--- src/hdl/fpi_pkg.sv ---
// fpi_pkg: shared types, constants and helpers for the fasta pack and index unit
// no dependencies; compiled first
package fpi_pkg;

  localparam int WI_W  = 25;
  localparam int IDX_W = 24;
  localparam int SEQ_W = 32;

  localparam logic [WI_W-1:0] BUFFER_BYTES = 25'd16777216;

  localparam logic [7:0] CHAR_GT     = 8'h3E;
  localparam logic [7:0] CHAR_NL     = 8'h0A;
  localparam logic [7:0] CHAR_HASH   = 8'h23;
  localparam logic [7:0] DELIM_RESET = 8'h24;

  // configuration register indexes
  localparam logic [0:0] CFG_DELIMITER = 1'b0;
  localparam logic [0:0] CFG_FIRST_SEQ = 1'b1;

  localparam int FIFO_DEPTH   = 8;
  localparam int FIFO_AW      = $clog2(FIFO_DEPTH);
  localparam int FIFO_CW      = $clog2(FIFO_DEPTH + 1);
  // the parse stage can hold one byte worth two words while another is taken
  localparam logic [FIFO_CW-1:0] ACCEPT_LIMIT = FIFO_CW'(FIFO_DEPTH - 4);

  typedef enum logic [1:0] {
    MODE_FIRST,
    MODE_START,
    MODE_HEADER,
    MODE_DATA
  } parse_mode_t;

  typedef enum logic [1:0] {
    SLOT_NONE,
    SLOT_BYTE,
    SLOT_MARK,
    SLOT_RECORD
  } slot_kind_t;

  typedef struct packed {
    logic [7:0] in_byte;
    logic       is_last;
  } in_item_t;

  typedef struct packed {
    logic             byte_valid;
    logic [7:0]       out_byte;
    logic [WI_W-1:0]  write_offset;
    logic             record_valid;
    logic [SEQ_W-1:0] sequence_number;
    logic [IDX_W-1:0] record_start;
    logic [IDX_W-1:0] name_length;
    logic [IDX_W-1:0] data_length;
    logic             format_error;
    logic             last;
  } result_t;

  typedef struct packed {
    logic [7:0]       delimiter;
    logic [SEQ_W-1:0] first_sequence_number;
  } cfg_t;

  // up to two result words produced by one parsed byte
  typedef struct packed {
    logic [1:0] count;
    result_t    item0;
    result_t    item1;
  } push_t;

  function automatic logic [WI_W-1:0] sat_inc(input logic [WI_W-1:0] x);
    logic [WI_W-1:0] r;
    r = (x < BUFFER_BYTES) ? x + WI_W'(1) : x;
    return r;
  endfunction

endpackage

--- src/hdl/fpi_channels.sv ---
// fpi_in_if / fpi_out_if: valid-ready channels for input bytes and result words
// depends on fpi_pkg
interface fpi_in_if import fpi_pkg::*; ();
  logic     valid;
  logic     ready;
  in_item_t data;

  modport source (output valid, output data, input ready);
  modport sink (input valid, input data, output ready);
endinterface

interface fpi_out_if import fpi_pkg::*; ();
  logic    valid;
  logic    ready;
  result_t data;

  modport source (output valid, output data, input ready);
  modport sink (input valid, input data, output ready);
endinterface

--- src/hdl/fpi_parser.sv ---
// fpi_parser: input register, parse state and per-byte result generation
// depends on fpi_pkg and fpi_channels
module fpi_parser import fpi_pkg::*; (
  input  logic       clk,
  input  logic       rst,
  fpi_in_if.sink     in_ch,
  input  logic       room,
  input  cfg_t       cfg,
  output push_t      push
);

  logic             stage_valid;
  in_item_t         stage;

  parse_mode_t      mode, mode_next;
  logic             pending, pending_next;
  logic             halted, halted_next;
  logic [WI_W-1:0]  write_index, write_index_next;
  logic [IDX_W-1:0] header_start, header_start_next;
  logic [IDX_W-1:0] mark_position, mark_position_next;
  logic [SEQ_W-1:0] next_number, next_number_next;

  logic             accept;
  logic             is_gt, is_nl, first, go, bad, close, lst;
  parse_mode_t      mode_e;
  logic             pend_e;
  logic [WI_W-1:0]  wi_e, pos0, pos1;
  logic [IDX_W-1:0] hs_e, mp_e;
  logic [SEQ_W-1:0] nn_e;
  slot_kind_t       slot0, slot1;
  result_t          err_item;

  assign in_ch.ready = room;
  assign accept      = in_ch.valid && room;

  always_ff @(posedge clk) begin
    if (rst) begin
      stage_valid <= 1'b0;
    end else begin
      stage_valid <= accept;
    end
    if (accept) begin
      stage <= in_ch.data;
    end
  end

  // shared decode
  assign is_gt  = (stage.in_byte == CHAR_GT);
  assign is_nl  = (stage.in_byte == CHAR_NL);
  assign lst    = stage.is_last;
  assign first  = (mode == MODE_FIRST);
  assign go     = stage_valid && !halted;
  assign bad    = go && first && !is_gt;
  assign mode_e = first ? MODE_START : mode;
  assign pend_e = pending && !first;
  assign close  = pend_e && is_gt;

  // a new buffer restarts offsets and numbering
  assign wi_e = first ? '0 : write_index;
  assign hs_e = first ? '0 : header_start;
  assign mp_e = first ? '0 : mark_position;
  assign nn_e = first ? cfg.first_sequence_number : next_number;
  assign pos0 = wi_e;
  assign pos1 = sat_inc(pos0);

  // next state
  always_comb begin
    mode_next    = mode;
    pending_next = pending;
    halted_next  = halted;
    if (bad) begin
      halted_next = 1'b1;
    end else if (go) begin
      pending_next = 1'b0;
      case (mode_e)
        MODE_START: begin
          if (is_gt) begin
            mode_next = MODE_HEADER;
          end else if (is_nl) begin
            mode_next    = MODE_START;
            pending_next = !lst;
          end else begin
            mode_next = MODE_DATA;
          end
        end
        MODE_HEADER: begin
          if (is_nl) begin
            mode_next = MODE_START;
          end
        end
        MODE_DATA: begin
          if (is_nl) begin
            mode_next    = MODE_START;
            pending_next = !lst;
          end
        end
        default: begin
          mode_next = mode;
        end
      endcase
      if (lst) begin
        mode_next    = MODE_FIRST;
        pending_next = 1'b0;
      end
    end
  end

  // result slots
  always_comb begin
    slot0 = SLOT_NONE;
    slot1 = SLOT_NONE;
    if (go && !bad) begin
      case (mode_e)
        MODE_START: begin
          if (is_gt) begin
            if (close) begin
              slot0 = SLOT_RECORD;
              slot1 = SLOT_BYTE;
            end else begin
              slot0 = SLOT_BYTE;
              if (lst) slot1 = SLOT_MARK;
            end
          end else if (is_nl) begin
            if (lst) slot0 = SLOT_RECORD;
          end else begin
            slot0 = SLOT_BYTE;
            if (lst) slot1 = SLOT_RECORD;
          end
        end
        MODE_HEADER: begin
          slot0 = is_nl ? SLOT_MARK : SLOT_BYTE;
          if (lst && !is_nl) slot1 = SLOT_MARK;
        end
        MODE_DATA: begin
          if (is_nl) begin
            if (lst) slot0 = SLOT_RECORD;
          end else begin
            slot0 = SLOT_BYTE;
            if (lst) slot1 = SLOT_RECORD;
          end
        end
        default: begin
          slot0 = SLOT_NONE;
        end
      endcase
    end
  end

  // index registers
  always_comb begin
    write_index_next   = write_index;
    header_start_next  = header_start;
    mark_position_next = mark_position;
    next_number_next   = next_number;
    if (go && !bad) begin
      header_start_next  = hs_e;
      mark_position_next = mp_e;
      next_number_next   = nn_e;
      if (mode_e == MODE_START && is_gt) begin
        header_start_next = close ? pos1[IDX_W-1:0] : pos0[IDX_W-1:0];
      end
      if (slot0 == SLOT_MARK) mark_position_next = pos0[IDX_W-1:0];
      if (slot1 == SLOT_MARK) mark_position_next = pos1[IDX_W-1:0];
      if (slot0 == SLOT_RECORD || slot1 == SLOT_RECORD) begin
        next_number_next = nn_e + SEQ_W'(1);
      end
      if (slot1 != SLOT_NONE) begin
        write_index_next = sat_inc(pos1);
      end else if (slot0 != SLOT_NONE) begin
        write_index_next = pos1;
      end else begin
        write_index_next = pos0;
      end
    end
  end

  always_ff @(posedge clk) begin
    if (rst) begin
      mode          <= MODE_FIRST;
      pending       <= 1'b0;
      halted        <= 1'b0;
      write_index   <= '0;
      header_start  <= '0;
      mark_position <= '0;
      next_number   <= '0;
    end else begin
      mode          <= mode_next;
      pending       <= pending_next;
      halted        <= halted_next;
      write_index   <= write_index_next;
      header_start  <= header_start_next;
      mark_position <= mark_position_next;
      next_number   <= next_number_next;
    end
  end

  function automatic result_t build(input slot_kind_t kind, input logic [WI_W-1:0] pos,
                                    input logic fin);
    result_t r;
    r = '0;
    r.byte_valid   = 1'b1;
    r.write_offset = pos;
    r.last         = fin;
    case (kind)
      SLOT_BYTE: begin
        r.out_byte = stage.in_byte;
      end
      SLOT_MARK: begin
        r.out_byte = CHAR_HASH;
      end
      SLOT_RECORD: begin
        r.out_byte        = cfg.delimiter;
        r.record_valid    = 1'b1;
        r.sequence_number = nn_e;
        r.record_start    = hs_e;
        r.name_length     = mp_e - hs_e;
        r.data_length     = pos[IDX_W-1:0] - mp_e;
      end
      default: begin
        r.byte_valid = 1'b0;
      end
    endcase
    return r;
  endfunction

  always_comb begin
    err_item              = '0;
    err_item.format_error = 1'b1;
    err_item.last         = 1'b1;
  end

  always_comb begin
    push.item0 = build(slot0, pos0, slot1 == SLOT_NONE);
    push.item1 = build(slot1, pos1, 1'b1);
    push.count = {1'b0, slot0 != SLOT_NONE} + {1'b0, slot1 != SLOT_NONE};
    if (bad) begin
      push.item0 = err_item;
      push.count = 2'd1;
    end
  end

endmodule

--- src/hdl/fpi_result_fifo.sv ---
// fpi_result_fifo: result queue taking up to two words a cycle, one out a cycle
// depends on fpi_pkg and fpi_channels
module fpi_result_fifo import fpi_pkg::*; (
  input  logic       clk,
  input  logic       rst,
  input  push_t      push,
  fpi_out_if.source  out_ch,
  output logic       room
);

  result_t              mem [FIFO_DEPTH];
  logic [FIFO_AW-1:0]   wr_ptr;
  logic [FIFO_AW-1:0]   rd_ptr;
  logic [FIFO_CW-1:0]   count;
  logic                 pop;

  assign out_ch.valid = (count != '0);
  assign out_ch.data  = mem[rd_ptr];
  assign pop          = out_ch.valid && out_ch.ready;
  assign room         = (count <= ACCEPT_LIMIT);

  always_ff @(posedge clk) begin
    if (push.count != 2'd0) begin
      mem[wr_ptr] <= push.item0;
    end
    if (push.count == 2'd2) begin
      mem[wr_ptr + FIFO_AW'(1)] <= push.item1;
    end
  end

  always_ff @(posedge clk) begin
    if (rst) begin
      wr_ptr <= '0;
      rd_ptr <= '0;
      count  <= '0;
    end else begin
      wr_ptr <= wr_ptr + FIFO_AW'(push.count);
      if (pop) begin
        rd_ptr <= rd_ptr + FIFO_AW'(1);
      end
      count <= count + FIFO_CW'(push.count) - FIFO_CW'(pop);
    end
  end

endmodule

--- src/hdl/fasta_pack_and_index_unit.sv ---
// fasta_pack_and_index_unit: packs a FASTA byte stream and emits record index words
// depends on fpi_pkg, fpi_channels, fpi_parser and fpi_result_fifo
// latency: a result word is registered in the input stage and then in the result queue before it is offered
// throughput: one byte per cycle; a byte that yields two words puts both into the queue, which offers
// one word at a time; input stalls while the 8-entry result queue holds more than 4 words
// reset: synchronous rst clears parse state and the queue; delimiter returns to '$'
module fasta_pack_and_index_unit import fpi_pkg::*; (
  input  logic        clk,
  input  logic        rst,
  fpi_in_if.sink      in_ch,
  fpi_out_if.source   out_ch,
  input  logic        cfg_write,
  input  logic [0:0]  cfg_index,
  input  logic [31:0] cfg_data
);

  cfg_t  cfg;
  push_t push;
  logic  room;

  always_ff @(posedge clk) begin
    if (rst) begin
      cfg.delimiter             <= DELIM_RESET;
      cfg.first_sequence_number <= '0;
    end else if (cfg_write) begin
      case (cfg_index)
        CFG_DELIMITER: cfg.delimiter             <= cfg_data[7:0];
        CFG_FIRST_SEQ: cfg.first_sequence_number <= cfg_data[SEQ_W-1:0];
        default:       cfg.delimiter             <= cfg.delimiter;
      endcase
    end
  end

  fpi_parser u_parser (
    .clk   (clk),
    .rst   (rst),
    .in_ch (in_ch),
    .room  (room),
    .cfg   (cfg),
    .push  (push)
  );

  fpi_result_fifo u_fifo (
    .clk    (clk),
    .rst    (rst),
    .push   (push),
    .out_ch (out_ch),
    .room   (room)
  );

endmodule

--- src/flat_wrapper.sv ---
// flat-port wrapper written by rule: the top's interface ports become plain ports
module fasta_pack_and_index_unit_flat import fpi_pkg::*;
  (clk, rst, cfg_write, cfg_index, cfg_data, in_ch_valid, in_ch_data, in_ch_ready, out_ch_valid, out_ch_data, out_ch_ready);
  fpi_in_if in_ch_i ();
  fpi_out_if out_ch_i ();
  input  logic clk;
  input  logic rst;
  input  logic cfg_write;
  input  logic [0:0] cfg_index;
  input  logic [31:0] cfg_data;
  input wire logic [$bits(in_ch_i.valid)-1:0] in_ch_valid;
  input wire logic [$bits(in_ch_i.data)-1:0] in_ch_data;
  output wire logic [$bits(in_ch_i.ready)-1:0] in_ch_ready;
  output wire logic [$bits(out_ch_i.valid)-1:0] out_ch_valid;
  output wire logic [$bits(out_ch_i.data)-1:0] out_ch_data;
  input wire logic [$bits(out_ch_i.ready)-1:0] out_ch_ready;
  assign in_ch_i.valid = in_ch_valid;
  assign in_ch_i.data = in_ch_data;
  assign in_ch_ready = in_ch_i.ready;
  assign out_ch_valid = out_ch_i.valid;
  assign out_ch_data = out_ch_i.data;
  assign out_ch_i.ready = out_ch_ready;
  fasta_pack_and_index_unit u_core (.clk(clk), .rst(rst), .in_ch(in_ch_i), .out_ch(out_ch_i), .cfg_write(cfg_write), .cfg_index(cfg_index), .cfg_data(cfg_data));
endmodule
--- config.mk ---
export PLATFORM = sky130hd
export DESIGN_NAME = fasta_pack_and_index_unit_flat
export DESIGN_NICKNAME = d
export VERILOG_FILES = /design/src/hdl/fpi_pkg.sv /design/src/hdl/fpi_channels.sv /design/src/hdl/fpi_parser.sv /design/src/hdl/fpi_result_fifo.sv /design/src/hdl/fasta_pack_and_index_unit.sv /design/src/flat_wrapper.sv
export SDC_FILE = /design/constraint.sdc
export NUM_CORES = 2
export LEC_CHECK = 0
export BUFFER_PORTS_ARGS = -buffer_cell sky130_fd_sc_hd__buf_2
export CAP_MARGIN = 5
export CELL_PAD_IN_SITES_DETAIL_PLACEMENT = 0
export CELL_PAD_IN_SITES_GLOBAL_PLACEMENT = 1
export CORE_MARGIN = 2
export CORE_UTILIZATION = 47
export DETAILED_ROUTE_END_ITERATION = 10
export GPL_TIMING_DRIVEN = 0
export HOLD_SLACK_MARGIN = 0.03
export MAX_ROUTING_LAYER = met4
export PLACE_DENSITY_LB_ADDON = 0.1
export SLEW_MARGIN = 0
export SYNTH_ARGS = -nofsm -noshare
export SYNTH_HDL_FRONTEND = slang
export SYNTH_SLANG_ARGS = --single-unit
--- constraint.sdc ---
create_clock -name clk -period 6.79 [get_ports clk]
set_clock_uncertainty 0.15 [all_clocks]
set_input_delay 0 -clock clk [delete_from_list [all_inputs] [get_ports clk]]
set_output_delay 0 -clock clk [all_outputs]
set_load 0.01 [all_outputs]
# Word-level counts from Yosys, hierarchy flattened
# Memory sizes are Yosys's and may differ from the RTL's. A register that Yosys moved wholly into a read port is not among the register bits.
# Index checks and enable logic that the tools add are counted.
dict set report op_classes {
  add_sub_neg 12
  n_lt_le_gt_ge 3
  n_eq_ne 13
  muxes 50
  bitwise 2
  n_reduce_logical 31
}
# op n
set op_table {}
lappend op_table {{105-bit 2-to-1 mux} 2}
lappend op_table {{24-bit 2-to-1 mux} 6}
lappend op_table {{143-bit 2-to-1 mux} 1}
lappend op_table {{25-bit 2-to-1 mux} 5}
lappend op_table {{24-bit subtractor} 3}
lappend op_table {{32-bit 2-to-1 mux} 2}
lappend op_table {{25-bit by 1-bit adder with 25-bit output, second input constant} 2}
lappend op_table {{25-bit < comparator, second input constant} 2}
lappend op_table {{8-bit case mux with 3 select lines} 2}
lappend op_table {{2-bit 2-to-1 mux} 17}
lappend op_table {{32-bit by 1-bit adder with 32-bit output, second input constant} 1}
lappend op_table {{2-bit == test, second input constant} 7}
lappend op_table {{2-bit case mux with 3 select lines} 2}
lappend op_table {{1-bit logical AND} 10}
lappend op_table {{1-bit 2-to-1 mux} 9}
lappend op_table {{8-bit by 4-bit == test with 1-bit output, second input constant} 1}
lappend op_table {{8-bit by 6-bit == test with 1-bit output, second input constant} 1}
lappend op_table {{3-bit by 1-bit adder with 3-bit output, second input constant} 2}
lappend op_table {{2-bit by 1-bit == test with 1-bit output, second input constant} 3}
lappend op_table {{1-bit logical NOT} 6}
lappend op_table {{3-bit 2-to-1 mux} 2}
lappend op_table {{2-bit AND reduction} 3}
lappend op_table {{2-bit nonzero test} 3}
lappend op_table {{3-bit OR reduction} 2}
lappend op_table {{15 further kinds} 17}
dict set report totals {
  ff_bits 169
  ramBits 1128
  word_cells 127
  n_memories 1
}
# memory words word_bits rd rd_ports_with_merged_regs write_ports line
set mem_list {}
lappend mem_list {u_core.u_fifo.mem 8 141 1 1 2 fpi_result_fifo.sv:11} ;# result_t mem [FIFO_DEPTH];

# Depth between registers and ports, before layout
dict set report depth {
  word_depth 15
  mapped_depth 26
  mapped_depth_nobuf 16
}

# By module
# A second synthesis with hierarchy kept.
dict set report hier_totals {
  hier_cells 5168
  area_unflattened_um2 71518.6
}
# module n_inst cells_per_inst area_per_inst_um2 seq_area_each_um2
set modules_own_cells {}
lappend modules_own_cells {fpi_result_fifo 1 2977 56332.8 34132.7}
lappend modules_own_cells {fpi_parser 1 2014 13320.3 2472.4}
lappend modules_own_cells {fasta_pack_and_index_unit 1 177 1865.5 800.8}

# Worst setup path after synthesis
# No wires, ideal clock.
dict set report synth_path {
  kind {register -> register}
  start {register u_core.u_parser.stage[5] (netlist bit)}
  end {memory u_core.u_fifo.mem[6][100] (netlist bit), enable pin}
  setup_ns 1.186
  arrival_time_ns 6.163
  required_time_ns 5.454
  setup_slack_ns -0.710
  path_stages_with_launch 16
  path_buffers 3
  period_less_slack_ns 7.500
  cell_sequence {edfxtp_1 > or3_1 > a211o_1 > a221oi_1 > nor3_1 > a21oi_1 > inv_1 > clkbuf_1 > buf_1 > ha_1 > a31oi_1 > inv_1 > o21ai_0 > or3b_2 > clkbuf_1 > nand2_1}
}
# item line
set synth_lines {}
lappend synth_lines {{start, declared} fpi_parser.sv:13} ;# in_item_t stage;
lappend synth_lines {{start signal, assigned} fpi_parser.sv:43} ;# stage <= in_ch.data;
lappend synth_lines {{end, declared} fpi_result_fifo.sv:11}

==> results.ini <==
[logic_synthesis]
syn_area_per_cell_sq_um=12.2
ys_types=104
ys_top_cells_by_area=edfxtp_1 (53%), mux4_2 (10%), dfxtp_1 (5.6%)
synth-seq-cells=1300
synth_area_sq_um=63700
synthArstFlopShare_pct=0
synth_cells=5208
ys.flop_type=edfxtp_1
ys_seq_area_share_pct=58.5
synth_top_area_share_pct=52.9
ys_warn_count=0
synth-edff-count=1121
synth_top_area_cell=edfxtp_1
synth_nets=5340

[setup_path]
critPathLaunchType=flip-flop
cp_max_fo=14
endpoint_kind=flip-flop
worst_ep_arrival_time_ns=6.97
worstPathRequired_ns=7.14
critical_path_class=flip-flop to flip-flop

[placed_design]
dp_cells=7196
placed_cell_area_sq_um=67400
gp_congestion=1.04
preCtsSetupSlack_ns=-1.83
place.detailed.hpwl_mm=171
io_buffers=188

[timing]
final-setup-viol-count=0
slew_viol_final=0
max_slew_margin_pct=4.76
setup_ws_ns=0.167
worst_pin_slew_ns=1.41
rsz0062_at_grt=yes
fmax_mhz=151
fin_crit_sh_pct=97.5
fin_crit_ns=6.62
final_hold_viol_count=0

[clock_tree]
cts_max_level=4
clkTransAtPathRegs_ns=0.06
root_buffer=clkbuf_16
cts_sinks=1300
numCtsBuffers=144
cts_tree=yes
worstSkewPairLatency_ns=0.78
cts_max_path_buffers=3

[floorplanning]
start_util_pct=47.2
io_pins=190
die-area_sq_um=138000
design.core.area_sq_um=135000
die_w_microns=372
rows=135
die_y_microns=372

[grt]
grt_overflow_total=0
first_global_vias=46500
grt_max_degree=79
grt.total_usage_pct=36.5
grt_antenna_before_repair=11
grt_pass1_wl_mm=346

[power_and_ir_drop]
p_switching_mw=5.56
switching_share_pct=27.2
power_density_nw_per_um2=278
p_leak_nw=23.2
p_int_mw=14.9
ir_worst_vdd_uv=229
power.share.clock_pct=37.5
p_seq_share_pct=43.4
p_total_mw=20.5
power_frac_comb_pct=19.2

[job]
maxCapViolations=0

[route]
drc=0
first_pass_iters=8
vias_per_cell=6.36
wl_mm=247
vias=48400
wire_per_inst_microns=32.5
ant_nets=0
drt_iter0_markers=6324

[worst_hold_path]
worstHoldPathType=primary input to flip-flop

[cells_and_area]
drive_gt1_share_pct=17.6
area_growth_pct=15.7
fin_cells=7601
fin_util_pct=54.6
fillers=11600
design_area_sq_um=73700
nets=5830

[status]
status=finished clean

[sequential cells by signal (all words and copies together) (netlist names), named ones only]
name and count:
u_core.u_parser.mark_position 24, u_core.u_fifo.wr_ptr 3, u_core.u_fifo.count 4, u_core.u_parser.stage_valid 1, u_core.u_parser.pending 1, u_core.u_parser.next_number 32
u_core.u_parser.header_start 24, u_core.u_parser.stage 8, u_core.u_parser.mode 2, u_core.cfg 40, u_core.u_parser.lst 1, u_core.u_parser.halted 1
u_core.u_parser.write_index 25, u_core.u_fifo.mem 1128, u_core.u_fifo.rd_ptr 3
[metal layers]
metal	routed length, microns	vias to the layer above	track usage [%]
met4	9510	0	13.7
met5	0	-	-
met3	24000	400	8.33
met2	111000	2682	53.1
met1	102000	24700	50.0
li1	-	20600	-
[metrics by stage]
step / setup TNS, ns / hold slack, ns
2_1_floorplan: 0 / -0.0511
3_3_place_gp: -5289.09 / 0.0294
3_5_place_dp: -1950.98 / 0.0288
4_1_cts: 0 / 0.0363
5_1_grt: -0.277 / 0.117
6_report: 0 / 0.0715
[cell type report]
| cell class | count | area, sq um | area share, % |
|---|---|---|---|
| clock buffers | 194 | 3910 | 5.30 |
| inverters | 115 | 435 | 0.591 |
| well taps | 1781 | 2230 | 3.02 |
| multi-input cells | 3353 | 24700 | 33.5 |
| repair buffers | 347 | 2770 | 3.76 |
| diodes | 15 | 37.5 | 0.0509 |
| flip-flops and latches | 1300 | 37200 | 50.5 |
| clock inverters | 59 | 593 | 0.805 |
| plain buffers | 437 | 1800 | 2.44 |
[power groups by stage]
stage               Sequential, mW  Clock (mW)  Combinational (mW)
detailed placement            9.05           0                3.87
finish                        8.88        7.67                3.93
global route                  8.89        8.02                4.16
floorplan                     9.03           0                2.46
CTS                           8.88        7.70                3.94
global placement              9.08           0                3.82
[cell usage after synthesis (all sizes together) (13+ instances only)]
cell,count
xnor2,81
and3,14
mux4,282
nand2,405
xor2,47
a211oi,50
inv,114
edfxtp,1121
clkbuf,347
or2,19
nand3,57
o211ai,20
and2,19
a21o,29
nor2,871
mux2,147
nand2b,20
or3,23
o221ai,21
nor2b,23
a31oi,13
nor3,55
a21oi,212
o22ai,377
ha,80
nor4,29
nand4,24
o21ai,255
dfxtp,179
mux2i,37
buf,96
[critical path, stage by stage, from the launching register on]
cell and delay, ns:
edfxtp_1 0.38, nand4bb_1 0.43, nor4b_2 0.63, a221oi_2 0.22, nor3_2 0.39, a21oi_2 0.15, inv_2 0.30, buf_2 0.39
ha_1 0.29, a31oi_1 0.23, inv_1 0.16, nor2_1 0.18, or2_2 0.20, or3_1 0.11, buf_2 0.57, nor2_1 0.27
a21oi_4 0.41, buf_8 0.23, clkbuf_1 0.50, nor2_1 0.08
[layout by cell type, fill, tap and decap left out, types with 20 or more instances in the layout]
cell type,synthesis,final
clkbuf_16,0,146
a21oi_1,207,201
nor2_1,868,867
xnor2_1,78,70
mux2i_1,36,36
buf_1,56,49
o221ai_1,21,21
edfxtp_1,1121,1121
o21ai_0,247,245
clkbuf_2,2,25
a211oi_1,49,49
nor3_1,52,49
nor4_1,22,21
xor2_1,46,41
dfxtp_1,179,178
nand3_1,56,55
inv_1,110,108
mux4_2,282,282
clkinv_2,0,20
ha_1,80,80
mux2_2,147,147
buf_2,31,221
or3_1,23,23
nand2_1,403,393
o22ai_1,377,377
nor2b_1,23,23
nand4_1,22,22
clkbuf_1,345,359
dlygate4sd3_1,0,131
a21o_1,29,29
[logic make-up after synthesis]
family,count (synthesis),share of synthesized area [%]
and+or+nand+nor,1592,10.8
xor gates and xnor gates,134,2.04
muxes,466,13.2
DFF,1300,58.5
buffers and inverters,558,3.45
AOI/OAI and AO/OA,1073,10.3
adders and majority gates,85,1.73
[repair_timing]
| item | in CTS | in global routing |
|---|---|---|
| endpoints found under the setup margin | 2209 | 1123 |
| resized for setup | 60 | 22 |
| gates cloned | 2 | 1 |
| hold buffers | 131 | 0 |
| pin swaps | 5 | 2 |
| buffers inserted | 9 | 0 |
| hold endpoints to repair | 93 | 0 |
[path summary, 6_finish.rpt]
kind / endpoint / cells after the start / startpoint / slack, ns
setup / recovery: u_core.u_fifo.mem[0][93] / 19 / u_core.u_parser.stage[1] / 0.17
hold / removal: flip-flop / 5 / out_ch_ready / 0.07
setup reg to reg: u_core.u_fifo.mem[0][93] / 19 / u_core.u_parser.stage[1] / 0.17
hold reg to reg: u_core.u_parser.next_number[18] / 2 / u_core.u_parser.next_number[18] / 0.30
No activity file was read; power rests on OpenSTA's default activity.
